[src/hdl/blc_pkg.sv]
// ----------------------------------------------------------------------------
// blc_pkg
// Shared types and constants of the blink-code LED pattern generator.
// ----------------------------------------------------------------------------
`default_nettype none

package blc_pkg;

  // Largest group of pulses in connected mode.
  localparam int MAX_LINKS = 8;

  localparam int DUR_W   = 16;
  localparam int CONN_W  = 4;
  localparam int CIDX_W  = 3;
  localparam int IDX_W   = (MAX_LINKS > 1) ? $clog2(MAX_LINKS) : 1;
  localparam int LINK_W  = $clog2(MAX_LINKS + 1);
  localparam int CMP_W   = LINK_W + 1;

  // Request codes.
  localparam logic REQ_TICK    = 1'b0;
  localparam logic REQ_RESTART = 1'b1;

  // Register indexes on the configuration port.
  localparam logic [CIDX_W-1:0] REG_PAIRING_ON     = 3'd0;
  localparam logic [CIDX_W-1:0] REG_PAIRING_OFF    = 3'd1;
  localparam logic [CIDX_W-1:0] REG_CONNECTED_ON   = 3'd2;
  localparam logic [CIDX_W-1:0] REG_CONNECTED_GAP  = 3'd3;
  localparam logic [CIDX_W-1:0] REG_CONNECTED_PAUSE = 3'd4;
  localparam logic [CIDX_W-1:0] REG_IDLE_ON        = 3'd5;
  localparam logic [CIDX_W-1:0] REG_IDLE_OFF       = 3'd6;

  // Register reset values, milliseconds.
  localparam logic [DUR_W-1:0] RST_PAIRING_ON      = 16'd500;
  localparam logic [DUR_W-1:0] RST_PAIRING_OFF     = 16'd500;
  localparam logic [DUR_W-1:0] RST_CONNECTED_ON    = 16'd100;
  localparam logic [DUR_W-1:0] RST_CONNECTED_GAP   = 16'd200;
  localparam logic [DUR_W-1:0] RST_CONNECTED_PAUSE = 16'd1200;
  localparam logic [DUR_W-1:0] RST_IDLE_ON         = 16'd150;
  localparam logic [DUR_W-1:0] RST_IDLE_OFF        = 16'd2500;

  typedef enum logic [1:0] {
    MODE_IDLE      = 2'd0,
    MODE_PAIRING   = 2'd1,
    MODE_CONNECTED = 2'd2
  } mode_t;

  typedef struct packed {
    logic [DUR_W-1:0] pairing_on;
    logic [DUR_W-1:0] pairing_off;
    logic [DUR_W-1:0] connected_on;
    logic [DUR_W-1:0] connected_gap;
    logic [DUR_W-1:0] connected_pause;
    logic [DUR_W-1:0] idle_on;
    logic [DUR_W-1:0] idle_off;
  } cfg_t;

  typedef struct packed {
    logic  led;
    mode_t mode;
    logic  phase_start;
  } result_t;

endpackage

`default_nettype wire

[src/hdl/blc_cfg_regs.sv]
// ----------------------------------------------------------------------------
// blc_cfg_regs
// Phase duration registers, written one at a time through the config port.
// ----------------------------------------------------------------------------
`default_nettype none

module blc_cfg_regs (
  input  wire logic                        clk,
  input  wire logic                        rst,
  input  wire logic                        cfg_valid,
  input  wire logic [blc_pkg::CIDX_W-1:0]  cfg_index,
  input  wire logic [blc_pkg::DUR_W-1:0]   cfg_data,
  output blc_pkg::cfg_t                    cfg
);

  always_ff @(posedge clk) begin
    if (rst) begin
      cfg.pairing_on      <= blc_pkg::RST_PAIRING_ON;
      cfg.pairing_off     <= blc_pkg::RST_PAIRING_OFF;
      cfg.connected_on    <= blc_pkg::RST_CONNECTED_ON;
      cfg.connected_gap   <= blc_pkg::RST_CONNECTED_GAP;
      cfg.connected_pause <= blc_pkg::RST_CONNECTED_PAUSE;
      cfg.idle_on         <= blc_pkg::RST_IDLE_ON;
      cfg.idle_off        <= blc_pkg::RST_IDLE_OFF;
    end else if (cfg_valid) begin
      // Writes to an index past the last register are dropped.
      unique case (cfg_index)
        blc_pkg::REG_PAIRING_ON:      cfg.pairing_on      <= cfg_data;
        blc_pkg::REG_PAIRING_OFF:     cfg.pairing_off     <= cfg_data;
        blc_pkg::REG_CONNECTED_ON:    cfg.connected_on    <= cfg_data;
        blc_pkg::REG_CONNECTED_GAP:   cfg.connected_gap   <= cfg_data;
        blc_pkg::REG_CONNECTED_PAUSE: cfg.connected_pause <= cfg_data;
        blc_pkg::REG_IDLE_ON:         cfg.idle_on         <= cfg_data;
        blc_pkg::REG_IDLE_OFF:        cfg.idle_off        <= cfg_data;
        default: ;
      endcase
    end
  end

endmodule

`default_nettype wire

[src/hdl/blc_core.sv]
// ----------------------------------------------------------------------------
// blc_core
// Pattern state (LED level, blink index, phase timer, mode) and the
// combinational evaluation that advances it for one item.
// ----------------------------------------------------------------------------
`default_nettype none

module blc_core (
  input  wire logic                        clk,
  input  wire logic                        rst,
  input  wire logic                        fire,
  input  wire logic                        req_type,
  input  wire logic                        scan_active,
  input  wire logic [blc_pkg::CONN_W-1:0]  link_count,
  input  wire blc_pkg::cfg_t               cfg,
  output blc_pkg::result_t                 res
);

  logic                        led_level, led_level_next;
  logic [blc_pkg::IDX_W-1:0]   blink_index, blink_index_next;
  logic [blc_pkg::DUR_W-1:0]   time_left, time_left_next;
  blc_pkg::mode_t              mode_reg, mode_next;

  logic                        led_base;
  logic [blc_pkg::IDX_W-1:0]   idx_base;
  logic [blc_pkg::LINK_W-1:0]  links;
  logic [blc_pkg::CMP_W-1:0]   idx_inc;
  logic                        evaluate;
  logic [blc_pkg::DUR_W-1:0]   delay;

  always_comb begin
    // A restart starts a fresh group with the LED off.
    led_base = (req_type == blc_pkg::REQ_RESTART) ? 1'b0 : led_level;
    idx_base = (req_type == blc_pkg::REQ_RESTART) ? '0 : blink_index;
    evaluate = (req_type == blc_pkg::REQ_RESTART) || (time_left <= blc_pkg::DUR_W'(1));

    if (int'(link_count) > blc_pkg::MAX_LINKS) begin
      links = blc_pkg::LINK_W'(blc_pkg::MAX_LINKS);
    end else begin
      links = blc_pkg::LINK_W'(link_count);
    end
    idx_inc = blc_pkg::CMP_W'(idx_base) + blc_pkg::CMP_W'(1);

    led_level_next   = led_level;
    blink_index_next = idx_base;
    mode_next        = mode_reg;
    delay            = '0;

    if (scan_active) begin
      mode_next      = blc_pkg::MODE_PAIRING;
      delay          = led_base ? cfg.pairing_off : cfg.pairing_on;
      led_level_next = ~led_base;
    end else if (links == '0) begin
      mode_next      = blc_pkg::MODE_IDLE;
      delay          = led_base ? cfg.idle_off : cfg.idle_on;
      led_level_next = ~led_base;
    end else begin
      mode_next = blc_pkg::MODE_CONNECTED;
      if (led_base) begin
        led_level_next = 1'b0;
        // The group ends once the pulse count reaches the link count.
        if (idx_inc >= blc_pkg::CMP_W'(links)) begin
          blink_index_next = '0;
          delay            = cfg.connected_pause;
        end else begin
          blink_index_next = blc_pkg::IDX_W'(idx_inc);
          delay            = cfg.connected_gap;
        end
      end else begin
        led_level_next = 1'b1;
        delay          = cfg.connected_on;
      end
    end
    if (req_type == blc_pkg::REQ_TICK && !evaluate) begin
      led_level_next   = led_level;
      blink_index_next = blink_index;
      mode_next        = mode_reg;
      time_left_next   = time_left - blc_pkg::DUR_W'(1);
    end else begin
      time_left_next   = delay;
    end

    res.led         = led_level_next;
    res.mode        = mode_next;
    res.phase_start = evaluate;
  end

  always_ff @(posedge clk) begin
    if (rst) begin
      led_level   <= 1'b0;
      blink_index <= '0;
      time_left   <= '0;
      mode_reg    <= blc_pkg::MODE_IDLE;
    end else if (fire) begin
      led_level   <= led_level_next;
      blink_index <= blink_index_next;
      time_left   <= time_left_next;
      mode_reg    <= mode_next;
    end
  end

`ifndef NO_ASSERTIONS
  a_idx_range: assert property (@(posedge clk) disable iff (rst)
    int'(blink_index) < blc_pkg::MAX_LINKS)
    else $error("blink index beyond the largest group");

  a_restart_lights: assert property (@(posedge clk) disable iff (rst)
    fire && req_type == blc_pkg::REQ_RESTART |=> led_level)
    else $error("restart did not light the LED");

  a_count_down: assert property (@(posedge clk) disable iff (rst)
    fire && req_type == blc_pkg::REQ_TICK && time_left > blc_pkg::DUR_W'(1)
    |=> $stable(led_level) && $stable(mode_reg)
        && time_left == $past(time_left) - blc_pkg::DUR_W'(1))
    else $error("plain tick changed more than the phase timer");

  a_idle_no_change: assert property (@(posedge clk) disable iff (rst)
    !fire |=> $stable(time_left) && $stable(blink_index))
    else $error("pattern state moved without a transfer");
`endif

endmodule

`default_nettype wire

[src/hdl/blink_code_led_pattern.sv]
// ----------------------------------------------------------------------------
// blink_code_led_pattern
// Blink-code status LED generator: one result per tick or restart item.
// ----------------------------------------------------------------------------
// Items arrive on the input channel (in_valid / in_stall) with req_type,
// scan_active and link_count; each transfer yields exactly one result on the
// output channel (out_valid / out_stall) with led, mode and phase_start.
// Phase durations are set through the config port (cfg_valid / cfg_ready,
// cfg_index, cfg_data); cfg_ready is always high, and writes should be made
// while no item is in flight.
// An item passes an input register, then combinational evaluation against the
// pattern state, and lands in the output register. The pattern state is
// updated at the same edge that loads the output register, so one item per
// cycle is sustained while the receiver does not stall.
// When the receiver stalls, the result stays in the output register, one more
// item is held in the input register, and in_stall rises after that.
// Synchronous reset restores the register defaults, clears the core's LED level,
// sets idle mode and clears the phase timer so the first tick evaluates.
// ----------------------------------------------------------------------------
`default_nettype none

module blink_code_led_pattern (
  input  wire logic                        clk,
  input  wire logic                        rst,
  input  wire logic                        in_valid,
  output logic                             in_stall,
  input  wire logic                        req_type,
  input  wire logic                        scan_active,
  input  wire logic [blc_pkg::CONN_W-1:0]  link_count,
  output logic                             out_valid,
  input  wire logic                        out_stall,
  output logic                             led,
  output logic [1:0]                       mode,
  output logic                             phase_start,
  input  wire logic                        cfg_valid,
  output logic                             cfg_ready,
  input  wire logic [blc_pkg::CIDX_W-1:0]  cfg_index,
  input  wire logic [blc_pkg::DUR_W-1:0]   cfg_data
);

  blc_pkg::cfg_t               cfg;
  blc_pkg::result_t            res;
  blc_pkg::result_t            out_res;

  logic                        s1_valid;
  logic                        s1_req;
  logic                        s1_scan;
  logic [blc_pkg::CONN_W-1:0]  s1_conn;
  logic                        out_free;
  logic                        fire;
  logic                        in_take;

  assign cfg_ready = 1'b1;
  assign out_free  = !out_valid || !out_stall;
  assign fire      = s1_valid && out_free;
  assign in_stall  = s1_valid && !out_free;
  assign in_take   = in_valid && !in_stall;

  blc_cfg_regs u_cfg (
    .clk       (clk),
    .rst       (rst),
    .cfg_valid (cfg_valid && cfg_ready),
    .cfg_index (cfg_index),
    .cfg_data  (cfg_data),
    .cfg       (cfg)
  );

  blc_core u_core (
    .clk         (clk),
    .rst         (rst),
    .fire        (fire),
    .req_type    (s1_req),
    .scan_active (s1_scan),
    .link_count  (s1_conn),
    .cfg         (cfg),
    .res         (res)
  );

  always_ff @(posedge clk) begin
    if (rst) begin
      s1_valid <= 1'b0;
    end else if (in_take) begin
      s1_valid <= 1'b1;
    end else if (fire) begin
      s1_valid <= 1'b0;
    end
  end

  always_ff @(posedge clk) begin
    if (in_take) begin
      s1_req  <= req_type;
      s1_scan <= scan_active;
      s1_conn <= link_count;
    end
  end

  always_ff @(posedge clk) begin
    if (rst) begin
      out_valid <= 1'b0;
    end else if (fire) begin
      out_valid <= 1'b1;
    end else if (!out_stall) begin
      out_valid <= 1'b0;
    end
  end

  always_ff @(posedge clk) begin
    if (fire) begin
      out_res <= res;
    end
  end

  assign led         = out_res.led;
  assign mode        = out_res.mode;
  assign phase_start = out_res.phase_start;

endmodule

`default_nettype wire
[config.mk]
export PLATFORM = sky130hd
export DESIGN_NAME = blink_code_led_pattern
export DESIGN_NICKNAME = d
export VERILOG_FILES = /design/src/hdl/blc_pkg.sv /design/src/hdl/blc_cfg_regs.sv /design/src/hdl/blc_core.sv /design/src/hdl/blink_code_led_pattern.sv
export SDC_FILE = /design/constraint.sdc
export NUM_CORES = 1
export LEC_CHECK = 0
export ABC_CLOCK_PERIOD_IN_PS = 6000
export BUFFER_PORTS_ARGS = -buffer_cell sky130_fd_sc_hd__buf_2
export CORE_AREA = 5 5 137 139
export DETAILED_ROUTE_END_ITERATION = 12
export DIE_AREA = 0 0 142 144
export HOLD_SLACK_MARGIN = 0.08
export PLACE_DENSITY_LB_ADDON = 0.15
export SKIP_CTS_REPAIR_TIMING = 1
export SYNTH_ARGS = -nofsm -noshare
export SYNTH_HDL_FRONTEND = slang
export SYNTH_SLANG_ARGS = --single-unit
[constraint.sdc]
create_clock -name clk -period 6 [get_ports clk]
set_input_delay 1.2 -clock clk [delete_from_list [all_inputs] [get_ports clk]]
set_output_delay 1.2 -clock clk [all_outputs]
set_load 0.02 [all_outputs]
==> results.py, run 1 <==
metrics = {
    "status": {
        "run_status": "finished clean",
    },
    "synthesis": {
        "ys_seq_elements": 146,
        "synth_compound_area_share_pct": 18.41,
        "synth_mux_area_share_pct": 2.242,
        "synth.net_count": 935,
        "syn_avg_cell_area_um2": 7.574,
        "yosys.area_share.simple_pct": 29.40,
        "synth_edf_count": 10,
        "synth_top_family_by_area": "simple AND/OR/NAND/NOR gates",
        "ys_warn_count": 0,
        "syn-cell-area_mm2": 0.006809,
        "syn_inst": 899,
        "seq_area_frac_synth_pct": 44.40,
        "ys_types": 70,
        "synth_xor_area_share_pct": 0.5145,
        "synthArstFlopShare_pct": 0,
        "synth_ff_type": "dfxtp_1",
        "synthAdderAreaFrac_pct": 1.103,
    },
    "min_path": {
        "holdCritPathClass": "reg -> reg",
    },
    "timing": {
        "worstMarginPinSlew_ns": 1.084,
        "finalClockSkew_ns": 0.004636,
        "final_max_slew_viol_count": 0,
        "finalSetupViolCount": 0,
        "rsz0062_at_grt": "false",
        "finalWorstSetupSlack_ns": 2.845,
        "hold_violations": 0,
        "max_freq_mhz": 316.9,
        "fin_crit_sh_pct": 52.59,
        "fin_crit_ns": 3.155,
        "relSlewSlack_pct": 27.48,
        "tns_ns": 0,
    },
    "global_routing": {
        "grt.total_usage_pct": 21.79,
        "antenna_found_initial": 0,
        "grt_pass1_vias": 5998,
        "grt_start_max_net_pins": 93,
        "overflow": 0,
        "grt_pass1_wl_um": 34340,
    },
    "worst_setup_path": {
        "critPathLaunchType": "primary input",
        "crit_fanout": 21,
        "worstPathArrival_ns": 3.53,
        "path_common_cell": "nand2_1",
        "cp.required_ns": 6.37,
        "critPathMaxStageDelay_ns": 0.69,
        "crit_type": "in -> reg",
        "cp_slowest_cell": "nor2_1",
        "worstPathCellList": "buf_2, a21bo_2, clkinv_1, nor2_1, nand2_1, nand2_1, a2bb2oi_1, o31a_1",
        "cp-end-kind": "register",
    },
    "layout": {
        "top_register": "u_cfg.cfg",
        "stdcell_area_mm2": 0.007705,
        "drive_above_1_share_pct": 10.54,
        "regArea_mm2": 0.003023,
        "area_growth_pct": 13.16,
        "multi_input_area_mm2": 0.003551,
        "n_fill_cell": 1830,
        "layout_common_cells": "nand2_1, dfxtp_1, a21oi_1",
        "largest_reg_flops": 112,
        "diodes": 0,
        "reg_top3": "u_cfg.cfg (112), u_core.time_left (16), s1_conn (4)",
        "final_common_cell": "nand2_1",
        "finalNetCount": 943,
    },
    "clocking": {
        "cts-root-buf": "clkbuf_16",
        "clkLatencyLatePin_ns": 0.43,
        "clockBufferDepth": 2,
        "htree_levels": 4,
        "cts_tree": "built",
        "cts_made_buffers": 17,
        "clkSlewWorstSetupHoldPaths_ns": 0.06,
        "cts.sinks": 146,
    },
    "floorplanning": {
        "core_area_mm2": 0.01753,
        "row_count": 49,
        "die_w_um": 142,
        "die_y_um": 144,
        "ios": 37,
        "die-area_mm2": 0.02045,
        "start_util_pct": 38.83,
    },
    "detailed_routing": {
        "wire_per_inst_um": 18.92,
        "drt_wl_total_um": 21740,
        "drcViolationCount": 0,
        "dr.first_iter.drc_count": 563,
        "num_vias": 6240,
        "routed_via_density": 5.431,
        "antenna_left": 0,
        "drt-pass1-iter-count": 5,
    },
    "placement": {
        "place.gp.congestion": 0.8253,
        "dp_slack_ns": 2.453,
        "portBuffers": 35,
        "dp_hpwl_um": 13760,
        "place_area_mm2": 0.007138,
    },
    "pwr": {
        "leakagePower_uw": 0.002894,
        "vdd.ir_drop.worst_v": 0.0002036,
        "power_density_mw_per_mm2": 316.4,
    },
    "job": {
        "cap_violations": 0,
    },
}
## kinds of logic (layout without fill, tap and decap cells)
family                     Yosys count  in the layout
AOI/OAI and AO/OA                  204            204
xor gates and xnor gates             4              4
adders and majority gates            6              6
buffers and inverters               63             84
DFF                                146            146
muxes                               15             15
other                                1              1
and+or+nand+nor                    460            460
## power by group
part           internal [µW]  switching, µW  leakage [µW]
combinational            118            237       0.00142
clock                    611            415      0.000275
sequential              1020           34.8       0.00120
total                   1750            687       0.00289
## path summary, 6_finish.rpt
path | start | to | slack [ns] | cells past startpoint
setup / recovery | out_stall | u_core.time_left[10] | 2.84 | 8
hold / removal | u_cfg.cfg[24] | u_cfg.cfg[24] | 0.45 | 2
setup reg to reg | s1_req | u_core.time_left[6] | 2.89 | 8
hold reg to reg | u_cfg.cfg[24] | u_cfg.cfg[24] | 0.45 | 2
## metal layers
| layer | track usage [%] | vias up | part of all wire (%) |
|---|---|---|---|
| met1 | 31.43 | 2970 | 49 |
| li1 | - | 3094 | - |
| met3 | 4.960 | 27 | 5.1 |
| met2 | 32.67 | 149 | 44 |
| met4 | 6.313 | 0 | 1.6 |
| met5 | 0 | - | 0 |
## metrics by stage
step	cells	hold WS [ns]	power, µW	util (%)
6_report	1149	0.4489	2438	43.94
5_1_grt	1149	0.4701	2534	43.94
2_1_floorplan	899	0.4319	1318	-
3_3_place_gp	1117	0.4416	1430	40.71
3_5_place_dp	1117	0.4442	1430	40.71
4_1_cts	1149	0.4524	2450	43.94
## final cells by class
cell class / count / area share, %
inverter: 8 / 0.4222
timing repair buffer: 44 / 3.183
clock inverter: 9 / 1.023
sequential: 146 / 39.23
multi-input combinational: 690 / 46.09
clock buffer: 23 / 6.333
tap: 229 / 3.719
## cells in the mapped netlist (all sizes together) (6+ instances only)
master / n / area share [%]
nor2: 28 / 1.6
nor3: 13 / 1.0
o21ai: 29 / 2.1
buf: 19 / 1.4
edfxtp: 10 / 4.4
a21oi: 108 / 8.1
mux2i: 13 / 1.9
nand2b: 6 / 0.55
inv: 6 / 0.37
nand3: 31 / 2.3
nor2b: 8 / 0.74
nand3b: 20 / 2.2
and3: 6 / 0.62
nand2: 333 / 18
dfxtp: 136 / 40
ha: 6 / 1.1
clkbuf: 36 / 2.0
a31oi: 12 / 1.1
nor4: 7 / 1.2
## worst max-delay path: cells and delay by family
kind	cells	cell delay [ns]
compound gates	3	0.62
buf+inv	2	0.71
simple gates	3	0.97
Note: power is estimated with default switching activity, not from simulation.
==> run 2: changes to the inputs <==
Settings changed: ABC_CLOCK_PERIOD_IN_PS 6000 to 2960.
Clock period 6 ns to 2.96 ns, I/O delays scaled along.
==> run 2 against run 1 <==
  * Critical path type is now reg -> reg
  * Global-route usage up 0.060 points
  * Highest routed layer unchanged
  * First-iteration DRC count up 3.6%
  * Die area unchanged
==> results.py, run 2 (synthesized netlist as in run 1, its figures left out) <==
metrics = {
    "status": {
        "run_status": "finished clean",
    },
    "global_routing": {
        "grt_pass1_vias": 5897,
        "grt_start_max_net_pins": 53,
        "antenna_found_initial": 0,
        "grt_pass1_wl_um": 34490,
        "overflow": 0,
        "grt.total_usage_pct": 21.85,
    },
    "clocking": {
        "clkLatencyLatePin_ns": 0.43,
        "clockBufferDepth": 2,
        "cts.sinks": 146,
        "cts_made_buffers": 17,
        "htree_levels": 4,
        "cts-root-buf": "clkbuf_16",
        "cts_tree": "built",
        "clkSlewWorstSetupHoldPaths_ns": 0.06,
    },
    "pwr": {
        "switching_share_pct": 28.59,
        "vdd.ir_drop.worst_v": 0.0004445,
        "power_density_mw_per_mm2": 624.0,
        "pwr-share-comb_pct": 15.1,
        "leakagePower_uw": 0.002976,
        "p_int_uw": 3484,
        "sequentialPowerShare_pct": 44.0,
        "p_switching_uw": 1395,
        "clkPwrFrac_pct": 40.9,
    },
    "worst_setup_path": {
        "critPathLaunchType": "register",
        "r2r_slack_ns": 0.19,
        "cp-end-kind": "register",
        "worstPathArrival_ns": 3.12,
        "crit_fanout": 9,
        "critPathMaxStageDelay_ns": 0.50,
        "rr_endpoint": "u_core.time_left[14]",
        "worstPathCellList": "nor2b_1, ha_1, nand2b_1, a41oi_2, nand2_1, buf_4, mux2i_1, a211o_1, a32oi_1",
        "r2r_cells": 9,
        "cp_slowest_cell": "edfxtp_1",
        "worst-path-buf-inv": 1,
        "cp_top_family": "compound AO/OA/AOI/OAI gates",
        "cp.required_ns": 3.31,
        "crit_type": "reg -> reg",
        "timing.rr.start": "s1_req",
    },
    "placement": {
        "dp_cells": 1134,
        "place.gp.congestion": 0.8451,
        "portBuffers": 35,
        "place_area_mm2": 0.007279,
        "dp_hpwl_um": 14690,
    },
    "layout": {
        "area_growth_pct": 14.85,
        "largest_reg_flops": 112,
        "diodes": 0,
        "top_register": "u_cfg.cfg",
        "finalNetCount": 960,
        "final_common_cell": "nand2_1",
        "fin_util_pct": 44.60,
        "stdcell_area_mm2": 0.007820,
        "drive_above_1_share_pct": 11.86,
        "layout_common_cells": "nand2_1, dfxtp_1, a21oi_1",
        "fin_cells": 1165,
        "reg_top3": "u_cfg.cfg (112), u_core.time_left (16), s1_conn (4)",
    },
    "detailed_routing": {
        "drt-pass1-iter-count": 5,
        "num_vias": 6361,
        "drcViolationCount": 0,
        "drt_wl_total_um": 21840,
        "dr.first_iter.drc_count": 583,
        "wire_per_inst_um": 18.75,
        "antenna_left": 0,
        "routed_via_density": 5.460,
    },
    "min_path": {
        "whs_path_depth": 1,
        "holdCritPathClass": "in -> reg",
        "whs_endpoint": "s1_scan",
        "min-delay-start": "scan_active",
    },
    "job": {
        "cap_violations": 0,
    },
    "floorplanning": {
        "core_area_mm2": 0.01753,
        "start_util_pct": 38.83,
        "die-area_mm2": 0.02045,
        "die_w_um": 142,
        "ios": 37,
        "die_y_um": 144,
        "row_count": 49,
    },
    "timing": {
        "relSlewSlack_pct": 35.69,
        "fin_crit_sh_pct": 93.57,
        "finalSetupViolCount": 0,
        "rsz0062_at_grt": "false",
        "finalClockSkew_ns": 0.007301,
        "hold_violations": 0,
        "max_freq_mhz": 361.1,
        "worstMarginPinSlew_ns": 0.9623,
        "final_max_slew_viol_count": 0,
        "fin_crit_ns": 2.770,
        "tns_ns": 0,
    },
}
run 2: cell types whose count changed in the layout (fill, tap and decap cells not counted), sizes merged:
cell	delta
clkinv	+2
bufinv	-1
buf	+17
clkbuf	-1
clkinvlp	-1
run 2: worst max path at each step:
stage	start	end	slack, ns	cells past startpoint
after CTS	s1_req	u_core.time_left[12]	0.25	9
after floorplan	s1_req	u_core.time_left[14]	0.65	10
after global routing	s1_req	u_core.time_left[12]	0.07	9
final	s1_req	u_core.time_left[14]	0.19	9
after global placement	s1_req	u_core.time_left[12]	0.38	9
after detailed placement	s1_req	u_core.time_left[12]	0.28	9
run 2: per-stage QoR:
| stage | hold WS, ns | worst slack, ns | total power (µW) |
|---|---|---|---|
| floorplan | 0.4319 | 0.6453 | 2671 |
| global placement | 0.4388 | 0.3818 | 2921 |
| detailed placement | 0.4465 | 0.2843 | 2916 |
| CTS | 0.3301 | 0.2547 | 4902 |
| global route | 0.3363 | 0.07318 | 5077 |
| finish | 0.3434 | 0.1905 | 4879 |
run 2: worst reg2reg max path, cell delays in order (launching register included):
cell	delay, ns
edfxtp_1	0.50
nor2b_1	0.23
ha_1	0.27
nand2b_1	0.18
a41oi_2	0.39
nand2_1	0.24
buf_4	0.27
mux2i_1	0.15
a211o_1	0.31
a32oi_1	0.17
run 2: layout make-up:
| class | count | area (µm²) |
|---|---|---|
| clock buffers | 22 | 485.5 |
| well taps | 229 | 286.5 |
| clock inverters | 9 | 55.05 |
| inverters | 8 | 32.53 |
| flip-flops and latches | 146 | 3023 |
| multi-input cells | 690 | 3540 |
| repair buffers | 61 | 397.9 |
| fillers | 1845 | 9714 |
run 2: power groups by stage:
stage	Combinational (µW)	Clock (µW)	Sequential (µW)
floorplan	499	0	2170
global placement	733	0	2190
detailed placement	730	0	2190
CTS	733	2030	2140
global route	816	2100	2160
finish	737	2000	2150
run 2: per-layer routing:
metal	up-vias	GRT usage (%)	routed length [µm]
met5	-	0	0
met4	0	5.657	218
met3	16	3.571	1173
met2	178	32.82	9717
met1	3033	32.61	10730
li1	3134	-	-
==> run 3: changes to the inputs <==
--- a/config.mk
+++ b/config.mk
@@ -9,4 +9,5 @@
 export BUFFER_PORTS_ARGS = -buffer_cell sky130_fd_sc_hd__buf_2
 export CORE_AREA = 5 5 137 139
+export CTS_BUF_LIST = sky130_fd_sc_hd__clkbuf_16
 export DETAILED_ROUTE_END_ITERATION = 12
 export DIE_AREA = 0 0 142 144
==> constraint.sdc (replaced) <==
create_clock -name clk -period 2.96 [get_ports clk]
set_input_delay 0.296 -clock clk [delete_from_list [all_inputs] [get_ports clk]]
set_output_delay 0.296 -clock clk [all_outputs]
set_load 0.02 [all_outputs]
==> run 3 against run 2 <==
  * Sequential share of layout area fell by 0.14 points
  * Flip-flop and latch count unchanged
  * Clock power decreased by 2%
  * Critical path type unchanged
  * Highest routed layer unchanged
==> results.py, run 3 (synthesized netlist as in run 1, its figures left out) <==
metrics = {
    "layout": {
        "final_common_cell": "nand2_1",
        "finalNetCount": 961,
        "area_growth_pct": 15.27,
        "largest_reg_flops": 112,
        "drive_above_1_share_pct": 10.98,
        "stdcell_area_mm2": 0.007849,
        "reg_top3": "u_cfg.cfg (112), u_core.time_left (16), s1_conn (4)",
        "diodes": 0,
        "layout_common_cells": "nand2_1, dfxtp_1, a21oi_1",
        "top_register": "u_cfg.cfg",
    },
    "floorplanning": {
        "ios": 37,
        "core_area_mm2": 0.01753,
        "die-area_mm2": 0.02045,
        "die_w_um": 142,
        "die_y_um": 144,
        "row_count": 49,
        "start_util_pct": 38.83,
    },
    "timing": {
        "finalSetupViolCount": 0,
        "fin_crit_sh_pct": 84.79,
        "rsz0062_at_grt": "false",
        "hold_violations": 0,
        "fin_crit_ns": 2.510,
        "worstMarginPinSlew_ns": 1.016,
        "relSlewSlack_pct": 32.04,
        "finalWorstSetupSlack_ns": 0.4502,
        "max_freq_mhz": 398.4,
        "tns_ns": 0,
        "finalClockSkew_ns": 0.005883,
        "final_max_slew_viol_count": 0,
    },
    "global_routing": {
        "top_usage_layer": "met2",
        "grt_pass1_wl_um": 34730,
        "met2_usage_pct": 32.57,
        "antenna_found_initial": 0,
        "grt_pass1_vias": 5894,
        "use_met1_pct": 32.34,
        "grt.total_usage_pct": 22.05,
        "grt_use_met3_pct": 4.762,
        "grt_start_max_net_pins": 67,
        "overflow": 0,
    },
    "clocking": {
        "cts_made_buffers": 17,
        "cts-root-buf": "clkbuf_16",
        "cts_tree": "built",
        "htree_levels": 4,
        "clockBufferDepth": 2,
        "cts.sinks": 146,
        "clkSlewWorstSetupHoldPaths_ns": 0.06,
        "clkLatencyLatePin_ns": 0.42,
    },
    "status": {
        "run_status": "finished clean",
    },
    "min_path": {
        "holdCritPathClass": "in -> reg",
    },
    "placement": {
        "dp_slack_ns": 0.5287,
        "place_area_mm2": 0.007261,
        "portBuffers": 35,
        "dp_hpwl_um": 14830,
        "place.gp.congestion": 0.9183,
    },
    "detailed_routing": {
        "drcViolationCount": 0,
        "routed_via_density": 5.430,
        "dr.first_iter.drc_count": 694,
        "num_vias": 6337,
        "drt_wl_total_um": 22280,
        "antenna_left": 0,
        "wire_per_inst_um": 19.10,
        "drt-pass1-iter-count": 5,
    },
    "worst_setup_path": {
        "crit_type": "reg -> reg",
        "cp-end-kind": "register",
        "r2r_slack_ns": 0.45,
        "critPathLaunchType": "register",
        "worstPathArrival_ns": 2.83,
        "cp.required_ns": 3.28,
        "crit_fanout": 12,
    },
    "job": {
        "cap_violations": 0,
    },
    "pwr": {
        "vdd.ir_drop.worst_v": 0.0004210,
        "power_density_mw_per_mm2": 620.3,
        "leakagePower_uw": 0.002987,
        "finalPower_uw": 4868,
    },
}
-- run 3: cell count changes in the layout (fill, tap and decap cells not counted), moves of 2 or more --
| cell | before | now |
|---|---|---|
| buf_4 | 25 | 19 |
| dlygate4sd3_1 | 0 | 6 |
| clkinv_1 | 2 | 6 |
| clkbuf_1 | 2 | 0 |
| clkbuf_8 | 2 | 0 |
| inv_1 | 5 | 7 |
-- run 3: final cells by class --
class                   count  area (µm²)
inverters                   8       32.53
multi-input cells         690        3546
fillers                  1882        9686
repair buffers             62       432.9
clock buffers              17       425.4
flip-flops and latches    146        3023
clock inverters            15       102.6
well taps                 229       286.5
-- run 3: through the flow --
| stage | hold WS, ns | std cells | utilization, % |
|---|---|---|---|
| 6_report | 0.09492 | 1167 | 44.76 |
| 5_1_grt | 0.1147 | 1167 | 44.76 |
| 4_1_cts | 0.03356 | 1161 | 44.42 |
| 3_5_place_dp | 0.4466 | 1129 | 41.41 |
| 3_3_place_gp | 0.4395 | 1129 | 41.41 |
| 2_1_floorplan | 0.3949 | 899 | - |
-- run 3: where the power goes --
| part | switching, µW | total [µW] | internal [µW] | leakage (µW) |
|---|---|---|---|---|
| Combinational | 489 | 761 | 271 | 0.00152 |
| Sequential | 74.9 | 2150 | 2070 | 0.00120 |
| Clock | 832 | 1960 | 1130 | 0.000268 |
| Total | 1400 | 4870 | 3470 | 0.00299 |
-- run 3: metal layers --
layer	wire [µm]	vias to the layer above
met5	0	-
met3	1447	28
met2	9645	187
li1	-	3137
met1	10780	2985
met4	408	0
-- run 3: path summary, 6_finish.rpt --
| kind | from | endpoint | cells past startpoint |
|---|---|---|---|
| min | in_valid | s1_valid | 3 |
| max reg2reg | u_core.blink_index[1] | u_core.time_left[12] | 11 |
| max | u_core.blink_index[1] | u_core.time_left[12] | 11 |
| min reg2reg | u_cfg.cfg[108] | u_cfg.cfg[108] | 2 |
-- run 3: worst max-delay path, stage by stage, from the launching register on --
cell and delay (ns):
dfxtp_1 0.39, nand2_1 0.09, xor2_1 0.17, nor2_1 0.09
ha_1 0.33, a21o_1 0.14, nand2_1 0.17, nand2_1 0.10
buf_4 0.26, mux2i_1 0.23, a21oi_1 0.10, o311a_1 0.32
